===== config.mk =====
export PLATFORM = sky130hd
export DESIGN_NAME = sql_token_scanner_flat
export DESIGN_NICKNAME = d
export VERILOG_FILES = /design/src/design/sqlts_pkg.sv /design/src/design/sqlts_if.sv /design/src/design/sql_token_scanner.sv /design/src/design/sqlts_scanner.sv /design/src/design/sqlts_serializer.sv /design/src/flat_wrapper.sv
export SDC_FILE = /design/constraint.sdc
export NUM_CORES = 1
export LEC_CHECK = 0
export BUFFER_PORTS_ARGS = -buffer_cell sky130_fd_sc_hd__clkbuf_2
export CORE_ASPECT_RATIO = 1.5
export CORE_MARGIN = 1
export CORE_UTILIZATION = 45
export CTS_CLUSTER_DIAMETER = 200
export DETAILED_ROUTE_END_ITERATION = 7
export HOLD_SLACK_MARGIN = 0.1
export PLACE_DENSITY = 0.73
export REMOVE_ABC_BUFFERS = 1
export SYNTH_ARGS = -nofsm -noshare
export SYNTH_HDL_FRONTEND = slang
export SYNTH_SLANG_ARGS = --single-unit

===== constraint.sdc =====
create_clock -name clk_i -period 22.9 [get_ports clk_i]
set_clock_uncertainty 0.2 [all_clocks]
set_input_delay 2.29 -clock clk_i [delete_from_list [all_inputs] [get_ports clk_i]]
set_output_delay 2.29 -clock clk_i [all_outputs]
set_load 0.01 [all_outputs]

===== src/design/sqlts_pkg.sv =====
// Shared widths, token kind codes and result types of the SQL token scanner.
package sqlts_pkg;

  localparam int unsigned OFFSET_BITS_DEF = 24;
  localparam int unsigned OUT_W           = 24;
  localparam int unsigned KIND_W          = 5;
  localparam int unsigned MAX_RES         = 3;
  localparam int unsigned CNT_W           = 2;

  localparam logic [KIND_W-1:0] K_LPAREN = 5'd0;
  localparam logic [KIND_W-1:0] K_RPAREN = 5'd1;
  localparam logic [KIND_W-1:0] K_LBRACE = 5'd2;
  localparam logic [KIND_W-1:0] K_RBRACE = 5'd3;
  localparam logic [KIND_W-1:0] K_COMMA  = 5'd4;
  localparam logic [KIND_W-1:0] K_DOT    = 5'd5;
  localparam logic [KIND_W-1:0] K_MINUS  = 5'd6;
  localparam logic [KIND_W-1:0] K_PLUS   = 5'd7;
  localparam logic [KIND_W-1:0] K_SEMI   = 5'd8;
  localparam logic [KIND_W-1:0] K_SLASH  = 5'd9;
  localparam logic [KIND_W-1:0] K_STAR   = 5'd10;
  localparam logic [KIND_W-1:0] K_BANG   = 5'd11;
  localparam logic [KIND_W-1:0] K_EQ     = 5'd13;
  localparam logic [KIND_W-1:0] K_GT     = 5'd15;
  localparam logic [KIND_W-1:0] K_LT     = 5'd17;
  localparam logic [KIND_W-1:0] K_WORD   = 5'd19;
  localparam logic [KIND_W-1:0] K_NUMBER = 5'd20;
  localparam logic [KIND_W-1:0] K_STRING = 5'd21;
  localparam logic [KIND_W-1:0] K_BAD    = 5'd22;
  localparam logic [KIND_W-1:0] K_UNTERM = 5'd23;
  localparam logic [KIND_W-1:0] K_END    = 5'd24;

  typedef struct packed {
    logic [KIND_W-1:0] kind;
    logic [OUT_W-1:0]  start;
    logic [OUT_W-1:0]  stop;
    logic [OUT_W-1:0]  line;
    logic              last;
  } tok_t;

  // All results caused by one accepted byte, packed from entry 0 upwards.
  typedef struct packed {
    logic                     vld;
    logic [CNT_W-1:0]         num;
    tok_t [MAX_RES-1:0]       ent;
  } bundle_t;

endpackage


===== src/design/sqlts_if.sv =====
// Handshake interfaces for the source byte and token channels.
interface sqlts_byte_if;
  logic       valid;
  logic       ready;
  logic [7:0] source_byte;
  logic       source_end;

  modport src (output valid, output source_byte, output source_end, input ready);
  modport snk (input valid, input source_byte, input source_end, output ready);
endinterface

interface sqlts_token_if;
  import sqlts_pkg::*;

  logic              valid;
  logic              ready;
  logic [KIND_W-1:0] token_kind;
  logic [OUT_W-1:0]  start_offset;
  logic [OUT_W-1:0]  end_offset;
  logic [OUT_W-1:0]  line_number;
  logic              run_last;

  modport src (output valid, output token_kind, output start_offset, output end_offset,
               output line_number, output run_last, input ready);
  modport snk (input valid, input token_kind, input start_offset, input end_offset,
               input line_number, input run_last, output ready);
endinterface


===== src/design/sql_token_scanner.sv =====
// A token appears on token_o the cycle after the byte that completes it is accepted.
// Throughput: one source byte per cycle while token_o is ready and each byte yields at most
// one token; a byte that yields k tokens (k up to 3) holds off the next byte until the single
// result register, which drains one token per transaction, has handed over all k.
// Reset (rst_ni low, asynchronous): scanner idle, offset 0, line 1, queued tokens dropped.
module sql_token_scanner #(
  parameter int unsigned OFFSET_BITS = sqlts_pkg::OFFSET_BITS_DEF
) (
  input  logic          clk_i,
  input  logic          rst_ni,
  sqlts_byte_if.snk     byte_i,
  sqlts_token_if.src    token_o
);
  import sqlts_pkg::*;

  bundle_t bundle;
  tok_t    tok;
  logic    load_ok;
  logic    accept;

  // Take a byte whenever the result register is empty or hands over its last token
  // in this cycle; a byte that yields nothing still advances the scan state.
  assign byte_i.ready = load_ok;
  assign accept       = byte_i.valid && load_ok;

  // Scan state plus the single-pass recognition of one byte.
  sqlts_scanner #(
    .OFFSET_BITS (OFFSET_BITS)
  ) u_scanner (
    .clk_i    (clk_i),
    .rst_ni   (rst_ni),
    .accept_i (accept),
    .byte_i   (byte_i.source_byte),
    .end_i    (byte_i.source_end),
    .bundle_o (bundle)
  );

  // Hold the tokens of the last byte and drain them in order.
  sqlts_serializer u_serializer (
    .clk_i     (clk_i),
    .rst_ni    (rst_ni),
    .bundle_i  (bundle),
    .load_ok_o (load_ok),
    .valid_o   (token_o.valid),
    .ready_i   (token_o.ready),
    .tok_o     (tok)
  );

  assign token_o.token_kind   = tok.kind;
  assign token_o.start_offset = tok.start;
  assign token_o.end_offset   = tok.stop;
  assign token_o.line_number  = tok.line;
  assign token_o.run_last     = tok.last;

endmodule


===== src/design/sqlts_scanner.sv =====
// Scan state and single-pass token recognition for one source byte.
module sqlts_scanner #(
  parameter int unsigned OFFSET_BITS = sqlts_pkg::OFFSET_BITS_DEF
) (
  input  logic              clk_i,
  input  logic              rst_ni,
  input  logic              accept_i,
  input  logic [7:0]        byte_i,
  input  logic              end_i,
  output sqlts_pkg::bundle_t bundle_o
);
  import sqlts_pkg::*;

  typedef enum logic [11:0] {
    M_IDLE       = 12'b0000_0000_0001,
    M_WORD       = 12'b0000_0000_0010,
    M_NUM_INT    = 12'b0000_0000_0100,
    M_NUM_DOT    = 12'b0000_0000_1000,
    M_NUM_FRAC   = 12'b0000_0001_0000,
    M_OP         = 12'b0000_0010_0000,
    M_MINUS      = 12'b0000_0100_0000,
    M_SLASH      = 12'b0000_1000_0000,
    M_LINE_CMT   = 12'b0001_0000_0000,
    M_BLOCK_CMT  = 12'b0010_0000_0000,
    M_BLOCK_STAR = 12'b0100_0000_0000,
    M_STRING     = 12'b1000_0000_0000
  } scan_mode_e;

  localparam logic [7:0] CH_EQ    = 8'h3D;
  localparam logic [7:0] CH_USCORE = 8'h5F;
  localparam logic [7:0] CH_MINUS = 8'h2D;
  localparam logic [7:0] CH_STAR  = 8'h2A;
  localparam logic [7:0] CH_NL    = 8'h0A;
  localparam logic [7:0] CH_QUOTE = 8'h27;
  localparam logic [7:0] CH_SLASH = 8'h2F;
  localparam logic [7:0] CH_DOT   = 8'h2E;
  localparam logic [7:0] CH_BANG  = 8'h21;
  localparam logic [7:0] CH_LT    = 8'h3C;
  localparam logic [7:0] CH_GT    = 8'h3E;
  localparam logic [7:0] CH_SP    = 8'h20;
  localparam logic [7:0] CH_CR    = 8'h0D;
  localparam logic [7:0] CH_TAB   = 8'h09;
  localparam logic [7:0] CH_DQ    = 8'h22;

  localparam int unsigned NCAND = 4;

  function automatic logic is_letter(input logic [7:0] c);
    return (c inside {[8'h61:8'h7A], [8'h41:8'h5A], CH_USCORE});
  endfunction

  function automatic logic is_digit(input logic [7:0] c);
    return (c inside {[8'h30:8'h39]});
  endfunction

  // Single-byte tokens; hit flag in the top bit.
  function automatic logic [KIND_W:0] single_kind(input logic [7:0] c);
    logic [KIND_W:0] r;
    r = '0;
    case (c)
      8'h28:   r = {1'b1, K_LPAREN};
      8'h29:   r = {1'b1, K_RPAREN};
      8'h7B:   r = {1'b1, K_LBRACE};
      8'h7D:   r = {1'b1, K_RBRACE};
      8'h2C:   r = {1'b1, K_COMMA};
      CH_DOT:  r = {1'b1, K_DOT};
      8'h2B:   r = {1'b1, K_PLUS};
      8'h3B:   r = {1'b1, K_SEMI};
      CH_STAR: r = {1'b1, K_STAR};
      default: r = '0;
    endcase
    return r;
  endfunction

  function automatic logic [KIND_W-1:0] op_kind(input logic [7:0] c);
    logic [KIND_W-1:0] r;
    case (c)
      CH_BANG: r = K_BANG;
      CH_EQ:   r = K_EQ;
      CH_GT:   r = K_GT;
      CH_LT:   r = K_LT;
      default: r = K_BAD;
    endcase
    return r;
  endfunction

  scan_mode_e             mode_q, mode_d;
  logic [KIND_W-1:0]      pend_q, pend_d;
  logic [OFFSET_BITS-1:0] ts_q, ts_d;
  logic [OFFSET_BITS-1:0] off_q, off_d;
  logic [OFFSET_BITS-1:0] line_q, line_d;

  logic [NCAND-1:0]       cand_v;
  logic [KIND_W-1:0]      cand_k [NCAND];
  logic [OFFSET_BITS-1:0] cand_s [NCAND];
  logic [OFFSET_BITS-1:0] cand_e [NCAND];
  logic [OFFSET_BITS-1:0] cand_l [NCAND];

  logic [OFFSET_BITS-1:0] nxt;
  logic [OFFSET_BITS-1:0] line_new;
  logic [KIND_W:0]        sk;
  logic                   rescan;
  logic                   bump;
  scan_mode_e             mode_p1, mode_p2;
  logic [OFFSET_BITS-1:0] ts2;
  logic [KIND_W-1:0]      pend2;
  logic [CNT_W-1:0]       n;

  assign nxt = off_q + OFFSET_BITS'(1);
  assign sk  = single_kind(byte_i);

  always_comb begin
    cand_v  = '0;
    for (int i = 0; i < NCAND; i++) begin
      cand_k[i] = K_END;
      cand_s[i] = ts_q;
      cand_e[i] = off_q;
      cand_l[i] = line_q;
    end
    rescan  = 1'b0;
    bump    = 1'b0;
    mode_p1 = mode_q;

    // Continue or close the pending token.
    case (mode_q)
      M_WORD: begin
        if (!(is_letter(byte_i) || is_digit(byte_i))) begin
          cand_v[0] = 1'b1; cand_k[0] = K_WORD; rescan = 1'b1;
        end
      end
      M_NUM_INT: begin
        if (is_digit(byte_i)) begin
          mode_p1 = M_NUM_INT;
        end else if (byte_i == CH_DOT) begin
          mode_p1 = M_NUM_DOT;
        end else begin
          cand_v[0] = 1'b1; cand_k[0] = K_NUMBER; rescan = 1'b1;
        end
      end
      M_NUM_DOT, M_NUM_FRAC: begin
        if (is_digit(byte_i)) begin
          mode_p1 = M_NUM_FRAC;
        end else begin
          cand_v[0] = 1'b1; cand_k[0] = K_NUMBER; rescan = 1'b1;
        end
      end
      M_OP: begin
        cand_v[0] = 1'b1;
        if (byte_i == CH_EQ) begin
          cand_k[0] = pend_q + KIND_W'(1);
          cand_e[0] = nxt;
          mode_p1   = M_IDLE;
        end else begin
          cand_k[0] = pend_q;
          rescan    = 1'b1;
        end
      end
      M_MINUS: begin
        if (byte_i == CH_MINUS) begin
          mode_p1 = M_LINE_CMT;
        end else begin
          cand_v[0] = 1'b1; cand_k[0] = K_MINUS; rescan = 1'b1;
        end
      end
      M_SLASH: begin
        if (byte_i == CH_STAR) begin
          mode_p1 = M_BLOCK_CMT;
        end else begin
          cand_v[0] = 1'b1; cand_k[0] = K_SLASH; rescan = 1'b1;
        end
      end
      M_LINE_CMT: begin
        if (byte_i == CH_NL) begin
          bump = 1'b1; mode_p1 = M_IDLE;
        end
      end
      M_BLOCK_CMT: begin
        if (byte_i == CH_STAR) begin
          mode_p1 = M_BLOCK_STAR;
        end else if (byte_i == CH_NL) begin
          bump = 1'b1;
        end
      end
      M_BLOCK_STAR: begin
        if (byte_i == CH_SLASH) begin
          mode_p1 = M_IDLE;
        end else if (byte_i != CH_STAR) begin
          bump    = (byte_i == CH_NL);
          mode_p1 = M_BLOCK_CMT;
        end
      end
      M_STRING: begin
        if (byte_i == CH_QUOTE) begin
          cand_v[0] = 1'b1; cand_k[0] = K_STRING; cand_e[0] = nxt;
          mode_p1   = M_IDLE;
        end else if (byte_i == CH_NL) begin
          bump = 1'b1;
        end
      end
      default: rescan = 1'b1;
    endcase

    // Scan the byte afresh from idle.
    mode_p2 = mode_p1;
    ts2     = ts_q;
    pend2   = pend_q;
    cand_s[1] = off_q;
    cand_e[1] = nxt;
    if (rescan) begin
      mode_p2 = M_IDLE;
      if (sk[KIND_W]) begin
        cand_v[1] = 1'b1; cand_k[1] = sk[KIND_W-1:0];
      end else begin
        ts2 = off_q;
        if (byte_i inside {CH_BANG, CH_EQ, CH_LT, CH_GT}) begin
          mode_p2 = M_OP; pend2 = op_kind(byte_i);
        end else if (byte_i == CH_MINUS) begin
          mode_p2 = M_MINUS;
        end else if (byte_i == CH_SLASH) begin
          mode_p2 = M_SLASH;
        end else if (byte_i == CH_QUOTE) begin
          mode_p2 = M_STRING;
        end else if (is_digit(byte_i)) begin
          mode_p2 = M_NUM_INT;
        end else if (is_letter(byte_i)) begin
          mode_p2 = M_WORD;
        end else if (byte_i == CH_NL) begin
          bump = 1'b1;
        end else if (!(byte_i inside {CH_SP, CH_CR, CH_TAB, CH_DQ})) begin
          cand_v[1] = 1'b1; cand_k[1] = K_BAD;
        end
      end
    end

    // Saturate the line count.
    line_new = (bump && (line_q != '1)) ? line_q + OFFSET_BITS'(1) : line_q;

    // Flush at end of source, then the end token.
    cand_s[2] = ts2;
    cand_e[2] = nxt;
    cand_l[2] = line_new;
    cand_s[3] = nxt;
    cand_e[3] = nxt;
    cand_l[3] = line_new;
    if (end_i) begin
      cand_v[3] = 1'b1;
      cand_v[2] = 1'b1;
      case (mode_p2)
        M_WORD:                           cand_k[2] = K_WORD;
        M_NUM_INT, M_NUM_DOT, M_NUM_FRAC: cand_k[2] = K_NUMBER;
        M_OP:                             cand_k[2] = pend2;
        M_MINUS:                          cand_k[2] = K_MINUS;
        M_SLASH:                          cand_k[2] = K_SLASH;
        M_STRING:                         cand_k[2] = K_UNTERM;
        M_BLOCK_CMT, M_BLOCK_STAR:        cand_k[2] = K_BAD;
        default:                          cand_v[2] = 1'b0;
      endcase
      mode_d = M_IDLE;
      pend_d = '0;
      ts_d   = '0;
      off_d  = '0;
      line_d = OFFSET_BITS'(1);
    end else begin
      mode_d = mode_p2;
      pend_d = pend2;
      ts_d   = ts2;
      off_d  = nxt;
      line_d = line_new;
    end
  end

  // Pack the candidates in order into the result bundle.
  always_comb begin
    bundle_o = '0;
    n        = '0;
    for (int i = 0; i < NCAND; i++) begin
      if (cand_v[i] && (n < CNT_W'(MAX_RES))) begin
        bundle_o.ent[n].kind  = cand_k[i];
        bundle_o.ent[n].start = OUT_W'(cand_s[i]);
        bundle_o.ent[n].stop  = OUT_W'(cand_e[i]);
        bundle_o.ent[n].line  = OUT_W'(cand_l[i]);
        n = n + CNT_W'(1);
      end
    end
    if (n != '0) begin
      bundle_o.ent[n - CNT_W'(1)].last = 1'b1;
    end
    bundle_o.num = n;
    bundle_o.vld = accept_i && (n != '0);
  end

  always_ff @(posedge clk_i or negedge rst_ni) begin
    if (!rst_ni) begin
      mode_q <= M_IDLE;
      pend_q <= '0;
      ts_q   <= '0;
      off_q  <= '0;
      line_q <= OFFSET_BITS'(1);
    end else if (accept_i) begin
      mode_q <= mode_d;
      pend_q <= pend_d;
      ts_q   <= ts_d;
      off_q  <= off_d;
      line_q <= line_d;
    end
  end

endmodule


===== src/design/sqlts_serializer.sv =====
// Result register that hands out the tokens of one byte one transaction at a time.
module sqlts_serializer (
  input  logic               clk_i,
  input  logic               rst_ni,
  input  sqlts_pkg::bundle_t bundle_i,
  output logic               load_ok_o,
  output logic               valid_o,
  input  logic               ready_i,
  output sqlts_pkg::tok_t    tok_o
);
  import sqlts_pkg::*;

  tok_t [MAX_RES-1:0] ent_q;
  logic [CNT_W-1:0]   num_q;
  logic [CNT_W-1:0]   idx_q;
  logic               take;
  logic               final_take;

  assign valid_o    = (num_q != '0);
  assign tok_o      = ent_q[idx_q];
  assign take       = valid_o && ready_i;
  assign final_take = take && (idx_q == num_q - CNT_W'(1));
  assign load_ok_o  = !valid_o || final_take;

  // Payload needs no reset.
  always_ff @(posedge clk_i) begin
    if (bundle_i.vld) begin
      ent_q <= bundle_i.ent;
    end
  end

  always_ff @(posedge clk_i or negedge rst_ni) begin
    if (!rst_ni) begin
      num_q <= '0;
      idx_q <= '0;
    end else if (bundle_i.vld) begin
      num_q <= bundle_i.num;
      idx_q <= '0;
    end else if (final_take) begin
      num_q <= '0;
      idx_q <= '0;
    end else if (take) begin
      idx_q <= idx_q + CNT_W'(1);
    end
  end

endmodule


===== src/flat_wrapper.sv =====
// flat-port wrapper written by rule: the top's interface ports become plain ports
module sql_token_scanner_flat import sqlts_pkg::*;
#(
  parameter int unsigned OFFSET_BITS = sqlts_pkg::OFFSET_BITS_DEF
)
  (clk_i, rst_ni, byte_i_valid, byte_i_source_byte, byte_i_source_end, byte_i_ready, token_o_valid, token_o_token_kind, token_o_start_offset, token_o_end_offset, token_o_line_number, token_o_run_last, token_o_ready);
  sqlts_byte_if byte_i_i ();
  sqlts_token_if token_o_i ();
  input  logic clk_i;
  input  logic rst_ni;
  input wire logic [$bits(byte_i_i.valid)-1:0] byte_i_valid;
  input wire logic [$bits(byte_i_i.source_byte)-1:0] byte_i_source_byte;
  input wire logic [$bits(byte_i_i.source_end)-1:0] byte_i_source_end;
  output wire logic [$bits(byte_i_i.ready)-1:0] byte_i_ready;
  output wire logic [$bits(token_o_i.valid)-1:0] token_o_valid;
  output wire logic [$bits(token_o_i.token_kind)-1:0] token_o_token_kind;
  output wire logic [$bits(token_o_i.start_offset)-1:0] token_o_start_offset;
  output wire logic [$bits(token_o_i.end_offset)-1:0] token_o_end_offset;
  output wire logic [$bits(token_o_i.line_number)-1:0] token_o_line_number;
  output wire logic [$bits(token_o_i.run_last)-1:0] token_o_run_last;
  input wire logic [$bits(token_o_i.ready)-1:0] token_o_ready;
  assign byte_i_i.valid = byte_i_valid;
  assign byte_i_i.source_byte = byte_i_source_byte;
  assign byte_i_i.source_end = byte_i_source_end;
  assign byte_i_ready = byte_i_i.ready;
  assign token_o_valid = token_o_i.valid;
  assign token_o_token_kind = token_o_i.token_kind;
  assign token_o_start_offset = token_o_i.start_offset;
  assign token_o_end_offset = token_o_i.end_offset;
  assign token_o_line_number = token_o_i.line_number;
  assign token_o_run_last = token_o_i.run_last;
  assign token_o_i.ready = token_o_ready;
  sql_token_scanner #(.OFFSET_BITS(OFFSET_BITS)) u_core (.clk_i(clk_i), .rst_ni(rst_ni), .byte_i(byte_i_i), .token_o(token_o_i));
endmodule

==> metrics, run 1 <==
non-filler cells, final=between 2000 and 2500; dpl cells=approximately 2400; post-synthesis cell count=1974; mux cell area share after synthesis=between 5 and 6%; Worst Path Arrival=9.78 ns; WP data required=around 23 ns; Chip Height=250.6 um; post-CTS resize count=0; Total GRT Usage=24.76%; PwrDens=106.5 mW/mm^2; multi-input logic area=0.008406 sq mm; Mean Syn Cell Area=9.391 sq um; starting density of the core=45.86%; Clock Tree Root=clkbuf_16; num rows=90; setup repair bufs after CTS=0; largest cells by area after synthesis=edfxtp_1 (38%), dfrtp_1 (12%), o21ai_0 (6.5%); Placer Congestion=around 0.95; worst skew pair latency=0.58 ns; Cell Area, Synth=between 0.015 and 0.02 sq mm; worst-case clock buffer depth=3; largest area contributor in the netlist=edfxtp_1; Compound-Gate Fraction of Synth Area=18.91%; number of global-route vias before repair=roughly 15000; reg2reg start=u_core.u_scanner.mode_q[3]; post-DR wirelength/cell=21.39 um; Area after DPL=0.01914 sq mm; Initial DRT Pass Iterations=6; Antenna diodes=0; core area=0.04043 sq mm; Final Hold Fails=0; crit-path max FO=75; most frequent cell after synthesis=nand2_1; synth unique cells=86; final WL=52880 um; crit share post-route=42.30%; main flop type after synthesis=edfxtp_1; Initial DRC Count=approximately 1600; total negative slack=0 ns; Power, Total=2153 uW; min Tclk post-route=9.688 ns; worst hold path class=reg -> reg; DRC Markers=0; final net count=1966; Via-to-Cell Ratio=6.302; Slew Viols, Final=0; DP Wirelength=around 32000 um; first-pass GRT wire length=82270 um; number of CTS-inserted buffers=30; combinational family with the most area after synthesis=compound AO/OA/AOI/OAI gates; Remaining Overflow, GRT=0; WHS Path Cells=2; Peak Freq=103.2 MHz; Synth Area in XOR/XNOR=roughly 2.2%; CP startpoint kind=input pin; relative slew slack=21.07%; Clk pin slew, worst setup/hold paths=0.07 ns; Design Area, Final=0.02022 sq mm; initial antenna violation count=0; full die area=between 0.04 and 0.05 sq mm; min-delay src=u_core.u_scanner.ts_q[20]; flop2flop setup slack=14.66 ns; fraction of layout cells with a size suffix above 1=10.48%; Setup CP Type=in -> reg; measured slew at the worst slew-check pin=1.181 ns; register area=0.009361 sq mm; Fillers=3575; I/O pin count=93; largest net degree at the start of global routing=196; # port buffers=a little over 90; RR Endpoint=u_core.u_serializer.ent_q[3]; Final ANT Viol Nets=0; synthesized-area fraction occupied by adder cells=less than 1%; TritonCTS clock tree=done; Synth Area in Simple Gates=17.22%; synthesis-to-layout area growth=9.058%; CTS Hold Bufs=0; unrepaired setup endpoints after global routing=false; Syn. warnings=0; maximum vdd drop=80.07 uV; EDFF count, synth=234; CTS Sinks=327; outcome=complete, no violations; sequential fraction of the synthesis area=between 50% and 60%; Setup-failing EPs final=0; via count of the routed design=15580; Die Wd=~170 um; commonest cells in the netlist=nand2_1 (296), o21ai_0 (240), edfxtp_1 (234); asr flop ratio synth=roughly 28%; P_leak=0.006959 uW; H-tree depth=1; r2r worst-path depth=22; WHS=0.3074 ns; Seq cells post-synth=327; CP Capture Type=flop; WHS Endpoint=u_core.u_scanner.ts_q[20]; max cap viols=0; top cell type's share of synthesized area=37.90%
through the flow:
stage,utilization (%),setup slack (ns)
2_1_floorplan,-,3.138
3_3_place_gp,47.34,13.17
3_5_place_dp,47.34,12.91
4_1_cts,50.01,13.48
5_1_grt,50.01,12.75
6_report,50.01,13.21
logic make-up after synthesis:
family          after synthesis
buf+inv                     202
xor+xnor                     47
simple gates                704
mux                         109
fa+ha+maj                    12
flops                       327
compound gates              573
sequential cells by signal, indices dropped and copies added, names as in the netlist:
register                   flops
u_core.u_serializer.idx_q      2
u_core.u_serializer.num_q      2
u_core.u_scanner.pend_q        5
u_core.u_scanner.line_q       24
u_core.u_serializer.ent_q    234
u_core.u_scanner.mode_q       12
u_core.u_scanner.off_q        24
u_core.u_scanner.ts_q         24
layout make-up:
type	instances	share of cell area (%)
tap	506	3.132
sequential	327	46.31
clock inverter	15	1.213
inverter	22	0.4085
clock buffer	41	4.122
multi-input combinational	1445	41.58
timing repair buffer	116	3.243
where the power goes:
group | leakage, uW | internal, uW | total (uW) | switching, uW
clock network | 0.000520 | 324 | 551 | 227
registers | 0.00346 | 795 | 864 | 69.0
logic | 0.00298 | 220 | 739 | 519
total | 0.00696 | 1340 | 2150 | 815
cells in the final DEF, fill, tap and decap left out, drive strengths merged, types with 9 or more instances in the layout:
master,n
dfrtp,91
inv,21
o31ai,18
a31oi,55
and3,17
or3,9
nand3,65
nor2b,13
o21ai,256
buf,25
and2,24
nor2,166
a32o,22
a211oi,20
ha,11
clkbuf,132
nand4,20
edfxtp,234
o22ai,33
nor3,40
nand2b,19
mux2i,106
xnor2,26
a21oi,97
nand2,298
xor2,21
worst max path at each step:
| stage | end | from | slack, ns |
|---|---|---|---|
| final | u_core.u_serializer.ent_q[3] | byte_i_source_byte[4] | 13.21 |
| after global routing | u_core.u_serializer.ent_q[138] | byte_i_source_byte[4] | 12.75 |
| after CTS | u_core.u_serializer.ent_q[3] | byte_i_source_byte[4] | 13.48 |
| after detailed placement | u_core.u_serializer.ent_q[134] | byte_i_source_byte[4] | 12.91 |
| after global placement | u_core.u_serializer.ent_q[134] | byte_i_source_byte[4] | 13.17 |
| after floorplan | u_core.u_serializer.ent_q[0] | byte_i_source_byte[6] | 3.14 |
routing by layer:
layer  vias to the layer above  wire (um)  GRT usage (%)
li1                       7163          -              -
met1                      7483      19770          28.80
met2                       772      26870          43.73
met3                       160       3775          3.207
met4                         0       2464          14.08
met5                         -          0              0
critical path: stages:
cell and delay (ns):
clkbuf_2 0.19, nor4b_2 0.65, nand3_1 0.34, a222oi_1 0.44, a21bo_2 0.32, nor3_2 0.24, or2_2 0.20, clkinv_1 0.83
ha_1 0.68, nor3_1 0.30, o21ai_2 0.11, o21ai_0 0.16, inv_1 0.13, ha_1 0.28, nor2_1 0.29, and2_1 0.18
buf_4 0.36, o21ai_0 0.13, a31o_2 0.25, buf_4 0.39, and2_1 0.55, o21ai_0 0.30, o31ai_1 0.12
Power figures use the tool's default switching activity.
==> run 2, diff against run 1 <==
==> constraint.sdc (replaced) <==
create_clock -name clk_i -period 9.2 [get_ports clk_i]
set_clock_uncertainty 0.2 [all_clocks]
set_input_delay 0.92 -clock clk_i [delete_from_list [all_inputs] [get_ports clk_i]]
set_output_delay 0.92 -clock clk_i [all_outputs]
set_load 0.01 [all_outputs]
==> metrics, run 2 (same netlist as run 1, synthesis figures left out) <==
dpl cells=2422 (+0.25%); # port buffers=92 (unchanged); H-tree depth=1 (unchanged); via count of the routed design=15660 (+0.53%); measured slew at the worst slew-check pin=1.103 ns (-0.07846 ns); post-DR wirelength/cell=21.59 um (+0.94%); P_leak=0.007020 uW (+0.89%); Initial DRT Pass Iterations=5 (-1); cell breakdown of the critical path=or4_1, nor4_1, a222oi_1, a21bo_2, nor3_2, or2_2, ha_1, nand2_1, and2_1, and2_1, nor2_1, ha_1, nor2_1, and2_1, buf_4, o21ai_0, a31o_2, buf_4, mux2_2, nand2_1, o21ai_0; num rows=90 (unchanged); total negative slack=0 ns (unchanged); full die area=0.04203 sq mm (unchanged); WP data required=9.30 ns (-13.69 ns); Sw Share=37.46% (-0.36 points); crit share post-route=roughly four fifths; final WL=53510 um (+1.2%); largest reg by FF count=u_core.u_serializer.ent_q; worst skew pair latency=0.57 ns (about the same); CP max stage cell=nor4_1; reg2reg start=u_core.u_scanner.mode_q[8]; number of CTS-inserted buffers=30 (unchanged); Area after DPL=0.01920 sq mm (+0.30%); Net Sw Power=2039 uW (+150%); CP Buf/Inv Count=2 (-3); Design Area, Final=0.02035 sq mm (+0.66%); min Tclk post-route=~7.4 ns; initial antenna violation count=0 (unchanged); setup repair bufs after CTS=0 (unchanged); max cap viols=0 (unchanged); Die Wd=167.7 um (unchanged); Setup CP Type=reg -> reg; I/O pin count=93 (unchanged); max reg flops=234 (unchanged); synthesis-to-layout area growth=9.773%; flop2flop setup slack=1.81 ns (-12.85 ns); Worst Path Arrival=7.49 ns (-2.29 ns); number of global-route vias before repair=15280 (+0.013%); RR Endpoint=u_core.u_serializer.ent_q[2]; maximum vdd drop=168.9 uV (+110%); largest net degree at the start of global routing=103 (-47%); CP startpoint kind=flop; logic gate share of total power=34.1% (-0.2 points); worst-case clock buffer depth=3 (unchanged); CTS Sinks=327 (unchanged); starting density of the core=45.86% (unchanged); core area=0.04043 sq mm (unchanged); Setup-failing EPs final=0 (unchanged); Via-to-Cell Ratio=6.320 (+0.29%); first-pass GRT wire length=82900 um (+0.77%); fraction of layout cells with a size suffix above 1=11.00% (+0.53 points); Most common cell on crit path=and2_1; Chip Height=250.6 um (unchanged); Final Hold Fails=0 (unchanged); unrepaired setup endpoints after global routing=false; most common cell after layout, fill and taps aside=nand2_1; crit-path max FO=47 (-37%); worst hold path class=in -> async; final net count=1972 (+0.31%); CTS Hold Bufs=0 (unchanged); Clk network pwr share=26.5% (+0.9 points); Remaining Overflow, GRT=0 (unchanged); commonest non-fill, non-tap cells in the layout=nand2_1 (293), o21ai_0 (240), edfxtp_1 (234); Sequential Power Share=39.4% (-0.7 points); Antenna diodes=0 (unchanged); CP delay by family, top=simple AND/OR/NAND/NOR gates; Placer Congestion=0.9431 (-0.40%); relative slew slack=26.32% (+5.2 points); Initial DRC Count=1508 (-7.1%); outcome=complete, no violations; Clock Tree Root=clkbuf_16; PwrDens=267.4 mW/mm^2 (+150%); TritonCTS clock tree=done; CP peak stage delay=0.72 ns (-0.11 ns); Clk pin slew, worst setup/hold paths=0.07 ns (about the same); Slew Viols, Final=0 (unchanged); P_int=3404 uW (+150%); post-CTS resize count=0 (unchanged); Peak Freq=135.3 MHz; DP Wirelength=33210 um (+2.5%); non-filler cells, final=2478 (+0.24%); CP Capture Type=flop; DRC Markers=0 (unchanged); r2r worst-path depth=21 (-4.5%); Final ANT Viol Nets=0 (unchanged); Total GRT Usage=25.05% (+0.29 points)
[run 2: cell count changes in the layout (fill, tap and decap cells not counted), sizes merged]
cell	before	now
clkbuf	132	123
buf	25	31
bufinv	6	9
clkinv	8	11
clkinvlp	2	5
[run 2: power groups by stage]
stage,sequential [uW],combinational (uW),clock (uW)
final,2140,1850,1440
after global routing,2170,2010,1510
after CTS,2140,1850,1470
after detailed placement,2170,1840,0
after global placement,2160,1820,0
after floorplan,2310,1090,0
[run 2: area by class of cell]
cell class                      count  area [sq um]
Sequential cell                   327          9361
Clock buffer                       32         779.5
Inverter                           22         82.58
Tap cell                          506         633.1
Multi-Input combinational cell   1445          8406
Timing Repair Buffer              122         713.2
Clock inverter                     24         374.1
Fill cell                        3627         20080
[run 2: worst max path at each step]
stage | start | to | slack (ns) | cells after the start
2_1_floorplan | byte_i_source_byte[6] | u_core.u_serializer.ent_q[0] | -9.19 | 16
3_3_place_gp | byte_i_source_byte[4] | u_core.u_serializer.ent_q[2] | 1.71 | 22
3_5_place_dp | byte_i_source_byte[4] | u_core.u_serializer.ent_q[2] | 1.56 | 22
4_1_cts | u_core.u_scanner.mode_q[8] | u_core.u_serializer.ent_q[2] | 1.98 | 21
5_1_grt | u_core.u_scanner.mode_q[8] | u_core.u_serializer.ent_q[2] | 1.53 | 22
6_report | u_core.u_scanner.mode_q[8] | u_core.u_serializer.ent_q[2] | 1.81 | 21
[run 2: per-stage QoR]
step                      total power [uW]  utilization (%)  hold slack, ns  worst slack [ns]
after floorplan                       3403                -          0.2709            -9.192
after global placement                3971            47.48          0.2846             1.706
after detailed placement              4016            47.48          0.2964             1.558
after CTS                             5459            50.34          0.1274             1.978
after global routing                  5695            50.34          0.1498             1.532
final                                 5442            50.34          0.1309             1.810
[run 2: metal layers]
metal,wire (um),GRT usage (%)
met1,20130,29.42
met2,27150,44.33
met3,3762,2.623
met4,2465,14.36
met5,0,0
